File: src/stt_pkg.sv
// Shared types, codes and defaults for the session table.
`default_nettype none

package stt_pkg;

    localparam int SESSIONS_DEF   = 8;
    localparam int ID_BITS_DEF    = 64;
    localparam int TOKEN_BITS_DEF = 64;

    localparam int TIME_W    = 48;
    localparam int FIELD_W   = 64;
    localparam int CFG_W     = 32;
    localparam int CFG_IDX_W = 1;

    localparam logic [CFG_W-1:0] IDLE_TMO_RST = 32'd900000;
    localparam logic [CFG_W-1:0] ABS_TMO_RST  = 32'd86400000;

    // Configuration register indexes
    localparam logic [CFG_IDX_W-1:0] CFG_IDLE_TMO = 1'b0;
    localparam logic [CFG_IDX_W-1:0] CFG_ABS_TMO  = 1'b1;

    // Operation codes
    localparam logic [2:0] FN_CREATE = 3'd0;
    localparam logic [2:0] FN_CHECK  = 3'd1;
    localparam logic [2:0] FN_TOUCH  = 3'd2;
    localparam logic [2:0] FN_REVOKE = 3'd3;
    localparam logic [2:0] FN_READ   = 3'd4;
    localparam logic [2:0] FN_SWEEP  = 3'd5;

    // Result status codes
    localparam logic [1:0] ST_OK   = 2'd0;
    localparam logic [1:0] ST_FULL = 2'd1;
    localparam logic [1:0] ST_MISS = 2'd2;

    typedef enum logic [1:0] {
        S_IDLE,
        S_WALK,
        S_DRAIN,
        S_COMMIT
    } stt_state_t;

    typedef struct packed {
        logic start;
        logic issue;
        logic commit;
    } stt_cmd_t;

    typedef struct packed {
        logic last_issue;
        logic pipe_busy;
        logic out_free;
    } stt_sts_t;

endpackage

`default_nettype wire

File: src/stt_req_if.sv
// Request channel: operation, session id, new token and current time.
`default_nettype none

interface stt_req_if;
    logic                valid;
    logic                ready;
    logic [2:0]          func;
    logic [63:0]         session_id;
    logic [63:0]         new_token;
    logic [47:0]         now_ms;

    modport source (output valid, func, session_id, new_token, now_ms, input ready);
    modport sink   (input valid, func, session_id, new_token, now_ms, output ready);
endinterface

`default_nettype wire

File: src/stt_rsp_if.sv
// Response channel: status, token and slot index.
`default_nettype none

interface stt_rsp_if;
    logic        valid;
    logic        ready;
    logic [1:0]  status;
    logic [63:0] token_out;
    logic [2:0]  slot_index;

    modport source (output valid, status, token_out, slot_index, input ready);
    modport sink   (input valid, status, token_out, slot_index, output ready);
endinterface

`default_nettype wire

File: src/stt_ram.sv
// Generic single-write, single-read RAM with registered read data.
`default_nettype none

module stt_ram #(
    parameter int WIDTH = 8,
    parameter int DEPTH = 8
) (
    input  wire logic                                      clk,
    input  wire logic                                      we,
    input  wire logic [((DEPTH > 1) ? $clog2(DEPTH) : 1)-1:0] waddr,
    input  wire logic [WIDTH-1:0]                          wdata,
    input  wire logic                                      re,
    input  wire logic [((DEPTH > 1) ? $clog2(DEPTH) : 1)-1:0] raddr,
    output logic      [WIDTH-1:0]                          rdata
);
    logic [WIDTH-1:0] mem_reg [DEPTH];
    logic [WIDTH-1:0] rdata_reg;

    always_ff @(posedge clk)
    begin
        if (we)
        begin
            mem_reg[waddr] <= wdata;
        end
        if (re)
        begin
            rdata_reg <= mem_reg[raddr];
        end
    end

    assign rdata = rdata_reg;
endmodule

`default_nettype wire

File: src/stt_datapath.sv
// Datapath: timeout registers, session RAM, used bits, slot walk pipeline and result register.
`default_nettype none

module stt_datapath import stt_pkg::*; #(
    parameter int SESSIONS   = SESSIONS_DEF,
    parameter int ID_BITS    = ID_BITS_DEF,
    parameter int TOKEN_BITS = TOKEN_BITS_DEF
) (
    input  wire logic                  clk,
    input  wire logic                  rst_n,
    input  wire stt_cmd_t              cmd,
    output stt_sts_t                   sts,
    input  wire logic                  cfg_we,
    input  wire logic [CFG_IDX_W-1:0]  cfg_index,
    input  wire logic [CFG_W-1:0]      cfg_data,
    input  wire logic [2:0]            func,
    input  wire logic [FIELD_W-1:0]    session_id,
    input  wire logic [FIELD_W-1:0]    new_token,
    input  wire logic [TIME_W-1:0]     now_ms,
    input  wire logic                  out_ready,
    output logic                       out_valid,
    output logic [1:0]                 status,
    output logic [FIELD_W-1:0]         token_out,
    output logic [2:0]                 slot_index
);
    localparam int IDX_W   = (SESSIONS > 1) ? $clog2(SESSIONS) : 1;
    localparam int ENTRY_W = ID_BITS + TOKEN_BITS + 2 * TIME_W;

    logic [CFG_W-1:0]       idle_tmo_reg;
    logic [CFG_W-1:0]       abs_tmo_reg;

    logic [2:0]             func_reg;
    logic [ID_BITS-1:0]     id_reg;
    logic [TOKEN_BITS-1:0]  tok_reg;
    logic [TIME_W-1:0]      now_reg;

    logic [IDX_W-1:0]       rd_cnt_reg;
    logic [IDX_W-1:0]       rd_idx_reg;
    logic                   rd_vld_reg;

    logic [ENTRY_W-1:0]     rdata;
    logic [ID_BITS-1:0]     e_id;
    logic [TOKEN_BITS-1:0]  e_tok;
    logic [TIME_W-1:0]      e_created;
    logic [TIME_W-1:0]      e_last;

    logic                   a_vld_reg;
    logic                   a_used_reg;
    logic                   a_idm_reg;
    logic [IDX_W-1:0]       a_idx_reg;
    logic [TOKEN_BITS-1:0]  a_tok_reg;
    logic [TIME_W-1:0]      a_created_reg;
    logic [TIME_W:0]        a_dc_reg;
    logic [TIME_W:0]        a_dl_reg;
    logic                   a_exp;
    logic                   a_match;

    logic                   found_reg;
    logic [IDX_W-1:0]       hit_idx_reg;
    logic                   hit_exp_reg;
    logic [TOKEN_BITS-1:0]  hit_tok_reg;
    logic [TIME_W-1:0]      hit_created_reg;

    logic [SESSIONS-1:0]    used_reg;
    logic [SESSIONS-1:0]    used_next;

    logic                   is_create;
    logic                   is_sweep_op;
    logic                   is_lookup;
    logic                   ok_lookup;

    logic                   ram_we;
    logic [ENTRY_W-1:0]     ram_wdata;

    logic [1:0]             res_status;
    logic [FIELD_W-1:0]     res_tok;
    logic [2:0]             res_slot;
    logic [IDX_W+2:0]       slot_ext;

    logic                   out_vld_reg;
    logic [1:0]             status_reg;
    logic [FIELD_W-1:0]     token_reg;
    logic [2:0]             slot_reg;

    // Timeout registers
    always_ff @(posedge clk or negedge rst_n)
    begin
        if (!rst_n)
        begin
            idle_tmo_reg <= IDLE_TMO_RST;
            abs_tmo_reg  <= ABS_TMO_RST;
        end
        else if (cfg_we)
        begin
            case (cfg_index)
                CFG_IDLE_TMO: idle_tmo_reg <= cfg_data;
                CFG_ABS_TMO:  abs_tmo_reg  <= cfg_data;
                default: ;
            endcase
        end
    end

    // Capture the request on transfer
    always_ff @(posedge clk)
    begin
        if (cmd.start)
        begin
            func_reg <= func;
            id_reg   <= session_id[ID_BITS-1:0];
            tok_reg  <= new_token[TOKEN_BITS-1:0];
            now_reg  <= now_ms;
        end
    end

    assign is_create   = (func_reg == FN_CREATE);
    assign is_sweep_op = func_reg inside {FN_CREATE, FN_SWEEP};
    assign is_lookup   = func_reg inside {FN_CHECK, FN_TOUCH, FN_REVOKE, FN_READ};
    assign ok_lookup   = found_reg && !hit_exp_reg;

    // Read address walk
    always_ff @(posedge clk or negedge rst_n)
    begin
        if (!rst_n)
        begin
            rd_cnt_reg <= '0;
            rd_vld_reg <= 1'b0;
            a_vld_reg  <= 1'b0;
        end
        else
        begin
            if (cmd.start)
            begin
                rd_cnt_reg <= '0;
            end
            else if (cmd.issue)
            begin
                rd_cnt_reg <= rd_cnt_reg + IDX_W'(1);
            end
            rd_vld_reg <= cmd.issue;
            a_vld_reg  <= rd_vld_reg;
        end
    end

    always_ff @(posedge clk)
    begin
        if (cmd.issue)
        begin
            rd_idx_reg <= rd_cnt_reg;
        end
    end

    stt_ram #(
        .WIDTH (ENTRY_W),
        .DEPTH (SESSIONS)
    ) u_ram (
        .clk   (clk),
        .we    (ram_we),
        .waddr (hit_idx_reg),
        .wdata (ram_wdata),
        .re    (cmd.issue),
        .raddr (rd_cnt_reg),
        .rdata (rdata)
    );

    assign {e_id, e_tok, e_created, e_last} = rdata;

    // Stage A: id compare and time differences, borrow in the top bit
    always_ff @(posedge clk)
    begin
        a_used_reg    <= used_reg[rd_idx_reg];
        a_idm_reg     <= (e_id == id_reg) && (id_reg != '0);
        a_idx_reg     <= rd_idx_reg;
        a_tok_reg     <= e_tok;
        a_created_reg <= e_created;
        a_dc_reg      <= {1'b0, now_reg} - {1'b0, e_created};
        a_dl_reg      <= {1'b0, now_reg} - {1'b0, e_last};
    end

    // Stage B: expiry and match decision
    assign a_exp = !a_used_reg
                 || a_dc_reg[TIME_W] || a_dl_reg[TIME_W]
                 || (a_dc_reg[TIME_W-1:0] >= TIME_W'(abs_tmo_reg))
                 || (a_dl_reg[TIME_W-1:0] >= TIME_W'(idle_tmo_reg));
    assign a_match = a_used_reg && a_idm_reg;

    always_ff @(posedge clk or negedge rst_n)
    begin
        if (!rst_n)
        begin
            found_reg <= 1'b0;
        end
        else if (cmd.start)
        begin
            found_reg <= 1'b0;
        end
        else if (a_vld_reg && !found_reg)
        begin
            if ((is_create && a_exp) || (is_lookup && a_match))
            begin
                found_reg <= 1'b1;
            end
        end
    end

    // Hold the first free or expired slot on create, the first id match on lookups
    always_ff @(posedge clk)
    begin
        if (a_vld_reg && !found_reg
            && ((is_create && a_exp) || (is_lookup && a_match)))
        begin
            hit_idx_reg     <= a_idx_reg;
            hit_exp_reg     <= a_exp;
            hit_tok_reg     <= a_tok_reg;
            hit_created_reg <= a_created_reg;
        end
    end

    // Used bits: drop expired records during a create or sweep, then apply the commit
    always_comb
    begin
        used_next = used_reg;
        if (a_vld_reg && is_sweep_op && a_used_reg && a_exp)
        begin
            used_next[a_idx_reg] = 1'b0;
        end
        if (cmd.commit && found_reg)
        begin
            if (is_create)
            begin
                used_next[hit_idx_reg] = 1'b1;
            end
            else if (func_reg == FN_REVOKE)
            begin
                used_next[hit_idx_reg] = 1'b0;
            end
        end
    end

    always_ff @(posedge clk or negedge rst_n)
    begin
        if (!rst_n)
        begin
            used_reg <= '0;
        end
        else
        begin
            used_reg <= used_next;
        end
    end

    // Entry write on create or touch
    always_comb
    begin
        ram_we    = 1'b0;
        ram_wdata = {id_reg, tok_reg, now_reg, now_reg};
        if (cmd.commit && found_reg)
        begin
            if (is_create)
            begin
                ram_we = 1'b1;
            end
            else if (func_reg == FN_TOUCH && !hit_exp_reg)
            begin
                ram_we    = 1'b1;
                ram_wdata = {id_reg, hit_tok_reg, hit_created_reg, now_reg};
            end
        end
    end

    // Result
    assign slot_ext = (IDX_W + 3)'(hit_idx_reg);

    always_comb
    begin
        res_status = ST_MISS;
        res_tok    = '0;
        res_slot   = '0;
        case (func_reg)
            FN_CREATE:
            begin
                if (found_reg)
                begin
                    res_status = ST_OK;
                    res_tok    = FIELD_W'(tok_reg);
                    res_slot   = slot_ext[2:0];
                end
                else
                begin
                    res_status = ST_FULL;
                end
            end
            FN_CHECK, FN_TOUCH:
            begin
                if (ok_lookup)
                begin
                    res_status = ST_OK;
                    res_slot   = slot_ext[2:0];
                end
            end
            FN_READ:
            begin
                if (ok_lookup)
                begin
                    res_status = ST_OK;
                    res_tok    = FIELD_W'(hit_tok_reg);
                    res_slot   = slot_ext[2:0];
                end
            end
            FN_REVOKE:
            begin
                if (found_reg)
                begin
                    res_status = ST_OK;
                    res_slot   = slot_ext[2:0];
                end
            end
            FN_SWEEP:
            begin
                res_status = ST_OK;
            end
            default: ;
        endcase
    end

    always_ff @(posedge clk or negedge rst_n)
    begin
        if (!rst_n)
        begin
            out_vld_reg <= 1'b0;
        end
        else if (cmd.commit)
        begin
            out_vld_reg <= 1'b1;
        end
        else if (out_ready)
        begin
            out_vld_reg <= 1'b0;
        end
    end

    always_ff @(posedge clk)
    begin
        if (cmd.commit)
        begin
            status_reg <= res_status;
            token_reg  <= res_tok;
            slot_reg   <= res_slot;
        end
    end

    assign out_valid  = out_vld_reg;
    assign status     = status_reg;
    assign token_out  = token_reg;
    assign slot_index = slot_reg;

    assign sts.last_issue = (rd_cnt_reg == IDX_W'(SESSIONS - 1));
    assign sts.pipe_busy  = rd_vld_reg || a_vld_reg;
    assign sts.out_free   = !out_vld_reg || out_ready;
endmodule

`default_nettype wire

File: src/stt_ctrl.sv
// Controller: sequences request capture, slot walk, pipeline drain and commit.
`default_nettype none

module stt_ctrl import stt_pkg::*; (
    input  wire logic      clk,
    input  wire logic      rst_n,
    input  wire logic      in_valid,
    output logic           in_ready,
    input  wire stt_sts_t  sts,
    output stt_cmd_t       cmd
);
    stt_state_t state_reg;
    stt_state_t state_next;

    always_ff @(posedge clk or negedge rst_n)
    begin
        if (!rst_n)
        begin
            state_reg <= S_IDLE;
        end
        else
        begin
            state_reg <= state_next;
        end
    end

    always_comb
    begin
        state_next = state_reg;
        in_ready   = 1'b0;
        cmd        = '0;
        case (state_reg)
            S_IDLE:
            begin
                in_ready = 1'b1;
                if (in_valid)
                begin
                    cmd.start  = 1'b1;
                    state_next = S_WALK;
                end
            end
            S_WALK:
            begin
                cmd.issue = 1'b1;
                if (sts.last_issue)
                begin
                    state_next = S_DRAIN;
                end
            end
            S_DRAIN:
            begin
                if (!sts.pipe_busy)
                begin
                    state_next = S_COMMIT;
                end
            end
            S_COMMIT:
            begin
                // hold until the result register can take the result
                if (sts.out_free)
                begin
                    cmd.commit = 1'b1;
                    state_next = S_IDLE;
                end
            end
            default:
            begin
                state_next = S_IDLE;
            end
        endcase
    end
endmodule

`default_nettype wire

File: src/session_table_with_timeouts.sv
// Session table with idle and absolute timeouts: top level.
// Each request walks all SESSIONS slots through the single read port of the
// session RAM, one slot per cycle, with a two-stage compare pipeline behind it;
// the next request can be taken in the cycle after the previous result is
// committed. The result sits in an output register, so a new request is taken
// while the previous result waits.
// Used marks live in flip-flops cleared by reset; no clearing pass is needed.
// The user must write timeouts through cfg_we/cfg_index/cfg_data only while
// idle; the block itself does not enforce this.
`default_nettype none

module session_table_with_timeouts import stt_pkg::*; #(
    parameter int SESSIONS   = SESSIONS_DEF,
    parameter int ID_BITS    = ID_BITS_DEF,
    parameter int TOKEN_BITS = TOKEN_BITS_DEF
) (
    input  wire logic                  clk,
    input  wire logic                  rst_n,
    stt_req_if.sink                    req,
    stt_rsp_if.source                  rsp,
    input  wire logic                  cfg_we,
    input  wire logic [CFG_IDX_W-1:0]  cfg_index,
    input  wire logic [CFG_W-1:0]      cfg_data
);
    stt_cmd_t cmd;
    stt_sts_t sts;

    stt_ctrl u_ctrl (
        .clk      (clk),
        .rst_n    (rst_n),
        .in_valid (req.valid),
        .in_ready (req.ready),
        .sts      (sts),
        .cmd      (cmd)
    );

    stt_datapath #(
        .SESSIONS   (SESSIONS),
        .ID_BITS    (ID_BITS),
        .TOKEN_BITS (TOKEN_BITS)
    ) u_dp (
        .clk        (clk),
        .rst_n      (rst_n),
        .cmd        (cmd),
        .sts        (sts),
        .cfg_we     (cfg_we),
        .cfg_index  (cfg_index),
        .cfg_data   (cfg_data),
        .func       (req.func),
        .session_id (req.session_id),
        .new_token  (req.new_token),
        .now_ms     (req.now_ms),
        .out_ready  (rsp.ready),
        .out_valid  (rsp.valid),
        .status     (rsp.status),
        .token_out  (rsp.token_out),
        .slot_index (rsp.slot_index)
    );

    // One request in flight: no transfer right after a transfer
    assert property (@(posedge clk) disable iff (!rst_n)
        (req.valid && req.ready) |=> !req.ready)
        else $error("request taken while another is in flight");

    assert property (@(posedge clk) disable iff (!rst_n)
        rsp.valid |-> (rsp.status == ST_OK || rsp.status == ST_FULL
                       || rsp.status == ST_MISS))
        else $error("illegal status code");

    // Failed requests carry no token and no slot
    assert property (@(posedge clk) disable iff (!rst_n)
        (rsp.valid && rsp.status != ST_OK) |-> (rsp.token_out == '0 && rsp.slot_index == '0))
        else $error("failure result with nonzero token or slot");

    // A sweep result never carries a token
    assert property (@(posedge clk) disable iff (!rst_n)
        (cmd.commit && u_dp.func_reg == FN_SWEEP) |=> (rsp.token_out == '0))
        else $error("sweep result with nonzero token");
endmodule

`default_nettype wire

File: src/flat_wrapper.sv
// flat-port wrapper written by rule: the top's interface ports become plain ports
module session_table_with_timeouts_flat import stt_pkg::*;
#(
    parameter int SESSIONS   = SESSIONS_DEF,
    parameter int ID_BITS    = ID_BITS_DEF,
    parameter int TOKEN_BITS = TOKEN_BITS_DEF
)
  (clk, rst_n, cfg_we, cfg_index, cfg_data, req_valid, req_func, req_session_id, req_new_token, req_now_ms, req_ready, rsp_valid, rsp_status, rsp_token_out, rsp_slot_index, rsp_ready);
  stt_req_if req_i ();
  stt_rsp_if rsp_i ();
  input  wire logic clk;
  input  wire logic rst_n;
  input  wire logic cfg_we;
  input  wire logic [CFG_IDX_W-1:0] cfg_index;
  input  wire logic [CFG_W-1:0] cfg_data;
  input wire logic [$bits(req_i.valid)-1:0] req_valid;
  input wire logic [$bits(req_i.func)-1:0] req_func;
  input wire logic [$bits(req_i.session_id)-1:0] req_session_id;
  input wire logic [$bits(req_i.new_token)-1:0] req_new_token;
  input wire logic [$bits(req_i.now_ms)-1:0] req_now_ms;
  output wire logic [$bits(req_i.ready)-1:0] req_ready;
  output wire logic [$bits(rsp_i.valid)-1:0] rsp_valid;
  output wire logic [$bits(rsp_i.status)-1:0] rsp_status;
  output wire logic [$bits(rsp_i.token_out)-1:0] rsp_token_out;
  output wire logic [$bits(rsp_i.slot_index)-1:0] rsp_slot_index;
  input wire logic [$bits(rsp_i.ready)-1:0] rsp_ready;
  assign req_i.valid = req_valid;
  assign req_i.func = req_func;
  assign req_i.session_id = req_session_id;
  assign req_i.new_token = req_new_token;
  assign req_i.now_ms = req_now_ms;
  assign req_ready = req_i.ready;
  assign rsp_valid = rsp_i.valid;
  assign rsp_status = rsp_i.status;
  assign rsp_token_out = rsp_i.token_out;
  assign rsp_slot_index = rsp_i.slot_index;
  assign rsp_i.ready = rsp_ready;
  session_table_with_timeouts #(.SESSIONS(SESSIONS), .ID_BITS(ID_BITS), .TOKEN_BITS(TOKEN_BITS)) u_core (.clk(clk), .rst_n(rst_n), .req(req_i), .rsp(rsp_i), .cfg_we(cfg_we), .cfg_index(cfg_index), .cfg_data(cfg_data));
endmodule
File: config.mk
export PLATFORM = sky130hd
export DESIGN_NAME = session_table_with_timeouts_flat
export DESIGN_NICKNAME = d
export VERILOG_FILES = /design/src/stt_pkg.sv /design/src/stt_req_if.sv /design/src/stt_rsp_if.sv /design/src/stt_ram.sv /design/src/stt_datapath.sv /design/src/stt_ctrl.sv /design/src/session_table_with_timeouts.sv /design/src/flat_wrapper.sv
export SDC_FILE = /design/constraint.sdc
export NUM_CORES = 2
export LEC_CHECK = 0
export BUFFER_PORTS_ARGS = -buffer_cell sky130_fd_sc_hd__buf_2
export CORE_UTILIZATION = 58
export CTS_CLUSTER_DIAMETER = 40
export CTS_CLUSTER_SIZE = 30
export DETAILED_ROUTE_END_ITERATION = 7
export HOLD_SLACK_MARGIN = 0.12
export PLACE_DENSITY = 0.75
export SETUP_SLACK_MARGIN = 0.4
export SYNTH_ARGS = -nofsm -noshare
export SYNTH_HDL_FRONTEND = slang
export SYNTH_SLANG_ARGS = --single-unit
export TNS_END_PERCENT = 50
File: constraint.sdc
create_clock -name clk -period 30.2 [get_ports clk]
set_clock_uncertainty 0.1 [all_clocks]
set_input_delay 4.53 -clock clk [delete_from_list [all_inputs] [get_ports clk]]
set_output_delay 4.53 -clock clk [all_outputs]
set_load 0.01 [all_outputs]
=== Word level (Yosys, flattened, before mapping) ===
Memories as Yosys holds them, arrays and structs flattened. A register that Yosys moved wholly into a read port is not among the register bits.
Index checks and enable logic that the tools add are counted.

* Add/sub/neg operators: 3
* Order comparisons: 7
* Equal/unequal tests: 14
* Muxes and demuxes: 46
* Bitwise gates (word level): 6
* Reduce and logical (&&, ||, !) cells: 40

{| class="wikitable"
|+ Operator list
! kind !! count
|-
| two-way mux 160 bit || 3
|-
| two-way mux 64 bit || 2
|-
| case mux 64 bit (2 select lines) || 1
|-
| subtractor 48 x 48 -> 49 bit || 2
|-
| greater-or-equal comparator 48 x 32 -> 1 bit || 2
|-
| == test 64 bit || 1
|-
| nonzero test 64 bit || 1
|-
| two-way mux 8 bit || 4
|-
| two-way mux 1 bit || 20
|-
| AND 8 bit || 2
|-
| NOT 8 bit || 2
|-
| case mux 2 bit (4 select lines) || 2
|-
| logical AND 1 bit || 14
|-
| < comparator 3 x 4 -> 1 bit (second input constant) || 3
|-
| two-way mux 2 bit || 6
|-
| two-way mux 3 bit || 4
|-
| nonzero test 2 bit || 5
|-
| == test 3 bit (second input constant) || 3
|-
| bitwise OR 8 bit || 1
|-
| logical OR 1 bit || 7
|-
| demux 1 bit (select 3 bit) || 2
|-
| == test 3 x 2 -> 1 bit (second input constant) || 2
|-
| greater-or-equal comparator 3 x 1 -> 1 bit (second input constant) || 2
|-
| case mux 3 bit (2 select lines) || 1
|-
| 16 further kinds || 24
|}

* Register bits: 663
* Memory bits (writable): 1792
* Input bits: 217
* Output and inout bits: 71
* Logic and storage cells: 145
* Memories kept: 1

{| class="wikitable"
|+ Memory list
! name !! depth !! bits a word !! rd ports !! clocked after Yosys merged registers in !! wr ports !! RTL line !! text
|-
| u_core.u_dp.u_ram.mem_reg || 8 || 224 || 1 || 1 || 1 || stt_ram.sv:16 || <nowiki>logic [WIDTH-1:0] mem_reg [DEPTH];</nowiki>
|}

=== Longest topological paths before layout ===
* Word-level depth: 11
* Depth in mapped cells: 13

=== Hierarchy ===
A second synthesis with hierarchy kept.

* Cell total of the unflattened synthesis: 5127
* Area total of the unflattened synthesis: 102940.0 um2

{| class="wikitable"
|+ By module, submodules not included
! module !! instances !! cells an instance !! area each (um2) !! seq. area each (um2)
|-
| stt_ram || 1 || 2826 || 74046.0 || 60538.1
|-
| stt_datapath || 1 || 2283 || 28703.8 || 17326.6
|-
| stt_ctrl || 1 || 18 || 190.2 || 50.0
|}

=== Worst setup path before layout ===
No wires, ideal clock.

* Path kind: input-to-reg
* From: in rsp_ready
* To: mem u_core.u_dp.u_ram.mem_reg[6][0] in the netlist's numbering (enable)
* Library setup time: 1084 ps
* Arrival: 22831 ps
* Data required time: 29016 ps
* Path slack: 6185 ps
* Stages: 7
* Path through: nand2b_1 and2_1 clkbuf_1 nand2_1 and2_1 clkbuf_1 nor3_1

{| class="wikitable"
|+ RTL lines
! element !! RTL line !! text
|-
| start: declaration || flat_wrapper.sv:26 || <nowiki>input wire logic [$bits(rsp_i.ready)-1:0] rsp_ready;</nowiki>
|-
| end: declaration || stt_ram.sv:16 ||
|}

=== Worst setup path in the final report ===
* From: in rsp_ready
* To: mem u_core.u_dp.u_ram.mem_reg[5][47] in the netlist's numbering (enable)

* Word-level cells in the longest chain between the ends: 7

{| class="wikitable"
|+ Ends and longest elaborated chain
! element !! RTL line !! text
|-
| logical OR 1 bit || stt_datapath.sv:358 || <nowiki>assign sts.out_free = !out_vld_reg || out_ready;</nowiki>
|-
| two-way mux 1 bit || stt_ctrl.sv:60 || <nowiki>if (sts.out_free)</nowiki>
|-
| two-way mux 1 bit || stt_ctrl.sv:32 || <nowiki>case (state_reg)</nowiki>
|-
| logical AND 1 bit || stt_datapath.sv:256 || <nowiki>if (cmd.commit && found_reg)</nowiki>
|-
| two-way mux 1 bit || stt_datapath.sv:256 ||
|-
| two-way mux 1 bit || stt_ram.sv:21 || <nowiki>if (we)</nowiki>
|-
| two-way mux 1 bit (implied by the code) || stt_ram.sv:23 || <nowiki>mem_reg[waddr] <= wdata;</nowiki>
|}

No other way between the ends.

==> impl_metrics.ini <==
[logic_synthesis]
syn-num-nets = 5485
ys.flop_type = edfxtp_1
syn_inst = 5100
yosysWarnings = 0
ys_types = 73
synthArstFlopShare_pct = 3.024
synth-seq-cells = 2679
synth_area_sq_um = 102500
synth-edff-count = 2383
syn_area_per_cell_sq_um = 20.09
synth-seq-area-share_pct = 76.04

[critical_path]
crit_path_end_kind = flip-flop
crit_chain = buf_2 -> nand2b_1 -> and2_4 -> nand2_1 -> and2_1 -> nor2_4 -> buf_4 -> buf_4
max_stage_delay_ns = 0.88
slowest_stage = buf_4
critPathKind = input port to flip-flop
cpMostUsedCell = buf_4
arrival_ns = 8.80
cp.required_ns = 30.64
cp-start-kind = input port
cp_max_fo = 56

[sta]
rsz0062_at_grt = false
fmax_mhz = 119.6
worst_pin_slew_ns = 1.461
final-hold-violation-count = 0
period_share_pct = 27.68
setup_violations = 0
hold_slack_ns = 0.2195
slew_viol_final = 0
fin_crit_ns = 8.361
max_slew_margin_pct = 2.633
fin_ws_ns = 21.84
setup-tns-final_ns = 0

[cells_and_area]
register_area_sq_um = 77930
final_cell_mix = edfxtp_1 (2,383), mux4_2 (450), mux2_2 (372)
utilization_pct = 67.46
area_growth_pct = 14.94
drive_gt1_share_pct = 30.47
final_nets = 5974
multi_input_area_sq_um = 23220
fin_area_sq_um = 117800
fill_cells = 10790
largest_reg_flops = 1792
layout_commonest_cell = edfxtp_1
fin_cells = 8170
antenna_cells = 0

[route]
drt-pass1-iter-count = 5
antenna_left = 0
routed_wl_microns = 221200
route.detailed.drc = 0
vias = 50220
wl_per_cell_microns = 27.07
drt_iter0_markers = 4795
vias_per_cell = 6.147

[placement]
gp_congestion = 0.8423
dp_cells = 7584
io_buffers = 287
place_area_sq_um = 106800
dp_slack_ns = 20.83
dp_hpwl_microns = 119300

[die]
die_w_microns = 422.3
die-area_sq_um = 178300
core_sq_um = 174600
fp.dieH_microns = 422.3
initial_core_util_pct = 58.69
std_cell_rows = 153
ios = 288

[clock_network]
postCtsSetupBuffers = 0
clk_pin_slew_worst_paths_ns = 0.06
clk_path_buf_depth = 4
cts.sinks = 2679
cts_buffers = 328
root_buffer = clkbuf_16
clock_latency_ns = 0.95
cts_resized = 0
hold_buffers = 0
tritoncts = yes
cts.htree.levels = 5

[global_route]
grt_pass1_wl_microns = 328100
grt_pass1_vias = 51955
globalRouteOverflowTotal = 0
grt_max_degree = 175
grt_antenna_before_repair = 4
track_usage_pct = 24.84

[power]
power_density_nw_per_um2 = 94.74
ir_drop_uv = 67.81
p_leak_nw = 40.09
power_mw = 11.16

[run]
maxCapViolations = 0

[min_path]
hold_class = flip-flop to flip-flop

[outcome]
status = finished clean
[critical path: cells and delay by family]
kind	cells	cell delay (ns)
AND/OR/NAND/NOR	5	2.45
buffers and inverters	3	1.72
[Yosys cell counts (all sizes together), types with 5 or more instances]
| master | n | area [sq um] |
|---|---|---|
| edfxtp | 2383 | 71560 |
| nand2b | 20 | 125.1 |
| clkbuf | 111 | 419.2 |
| a41oi | 5 | 43.79 |
| o21bai | 10 | 75.07 |
| mux2 | 372 | 4189 |
| and2 | 9 | 56.30 |
| mux4 | 450 | 10130 |
| o211ai | 12 | 90.09 |
| dfrtp | 61 | 1526 |
| a211oi | 11 | 82.58 |
| nand2 | 106 | 397.9 |
| inv | 187 | 701.9 |
| o21ai | 97 | 485.5 |
| a31oi | 13 | 81.33 |
| ha | 166 | 2077 |
| buf | 79 | 302.8 |
| dfxtp | 215 | 4304 |
| nor3 | 27 | 140.1 |
| nand4 | 47 | 300.3 |
| xor2 | 53 | 464.2 |
| o21a | 14 | 105.1 |
| nor2 | 88 | 330.3 |
| dfstp | 20 | 525.5 |
| a21oi | 124 | 639.4 |
| xnor2 | 95 | 832.1 |
| and3 | 11 | 68.82 |
| a22o | 64 | 560.5 |
| o22ai | 7 | 43.79 |
| o31ai | 6 | 45.04 |
| or3 | 5 | 31.28 |
| nor4 | 45 | 287.8 |
| a21o | 74 | 555.5 |
| nand3 | 31 | 155.2 |
| nor2b | 22 | 137.6 |
[path summary, 6_finish.rpt]
path / from / end / slack [ns] / depth (start not counted)
worst max-delay path: rsp_ready / u_core.u_dp.u_ram.mem_reg[5][47] / 21.84 / 8
worst min-delay path: u_core.u_dp.u_ram.rdata[106] / u_core.u_dp.a_tok_reg[10] / 0.22 / 0
worst max register to register: u_core.u_dp.func_reg[1] / u_core.u_dp.u_ram.mem_reg[5][47] / 24.40 / 8
worst min register to register: u_core.u_dp.u_ram.rdata[106] / u_core.u_dp.a_tok_reg[10] / 0.22 / 0
max in group asynchronous: rst_n / u_core.u_dp.abs_tmo_reg[30] / 25.48 / 2
min in group asynchronous: rst_n / u_core.u_dp.out_valid / 3.46 / 1
[layer usage]
metal | share of wire, % | global-route usage [%]
met1 | 40 | 34.13
met2 | 50 | 40.89
met3 | 7.2 | 4.233
met4 | 3.0 | 7.995
met5 | 0 | 0
[kinds of logic after synthesis]
family / Yosys count / share of synthesized area (%)
adder cells (fa/ha/maj): 168 / 2.066
flip-flops: 2679 / 76.04
AO/OA/AOI/OAI: 473 / 3.099
buffers and inverters: 377 / 1.390
AND/OR/NAND/NOR: 430 / 2.130
multiplexers: 825 / 14.01
XOR/XNOR: 148 / 1.265
[layout make-up]
cell class                 count  area share (%)
clock inverter               228           2.062
inverter                     187          0.5960
clock buffer                 358           7.265
multi-input combinational   2044           19.71
sequential                  2679           66.17
tap                         2325           2.470
timing repair buffer         349           1.723
[where the power goes]
part | switching [mW] | internal [mW]
Sequential | 0.273 | 4.65
Combinational | 1.25 | 1.09
Clock | 1.62 | 2.28
Total | 3.14 | 8.01
No activity file was read; power rests on OpenSTA's default activity.
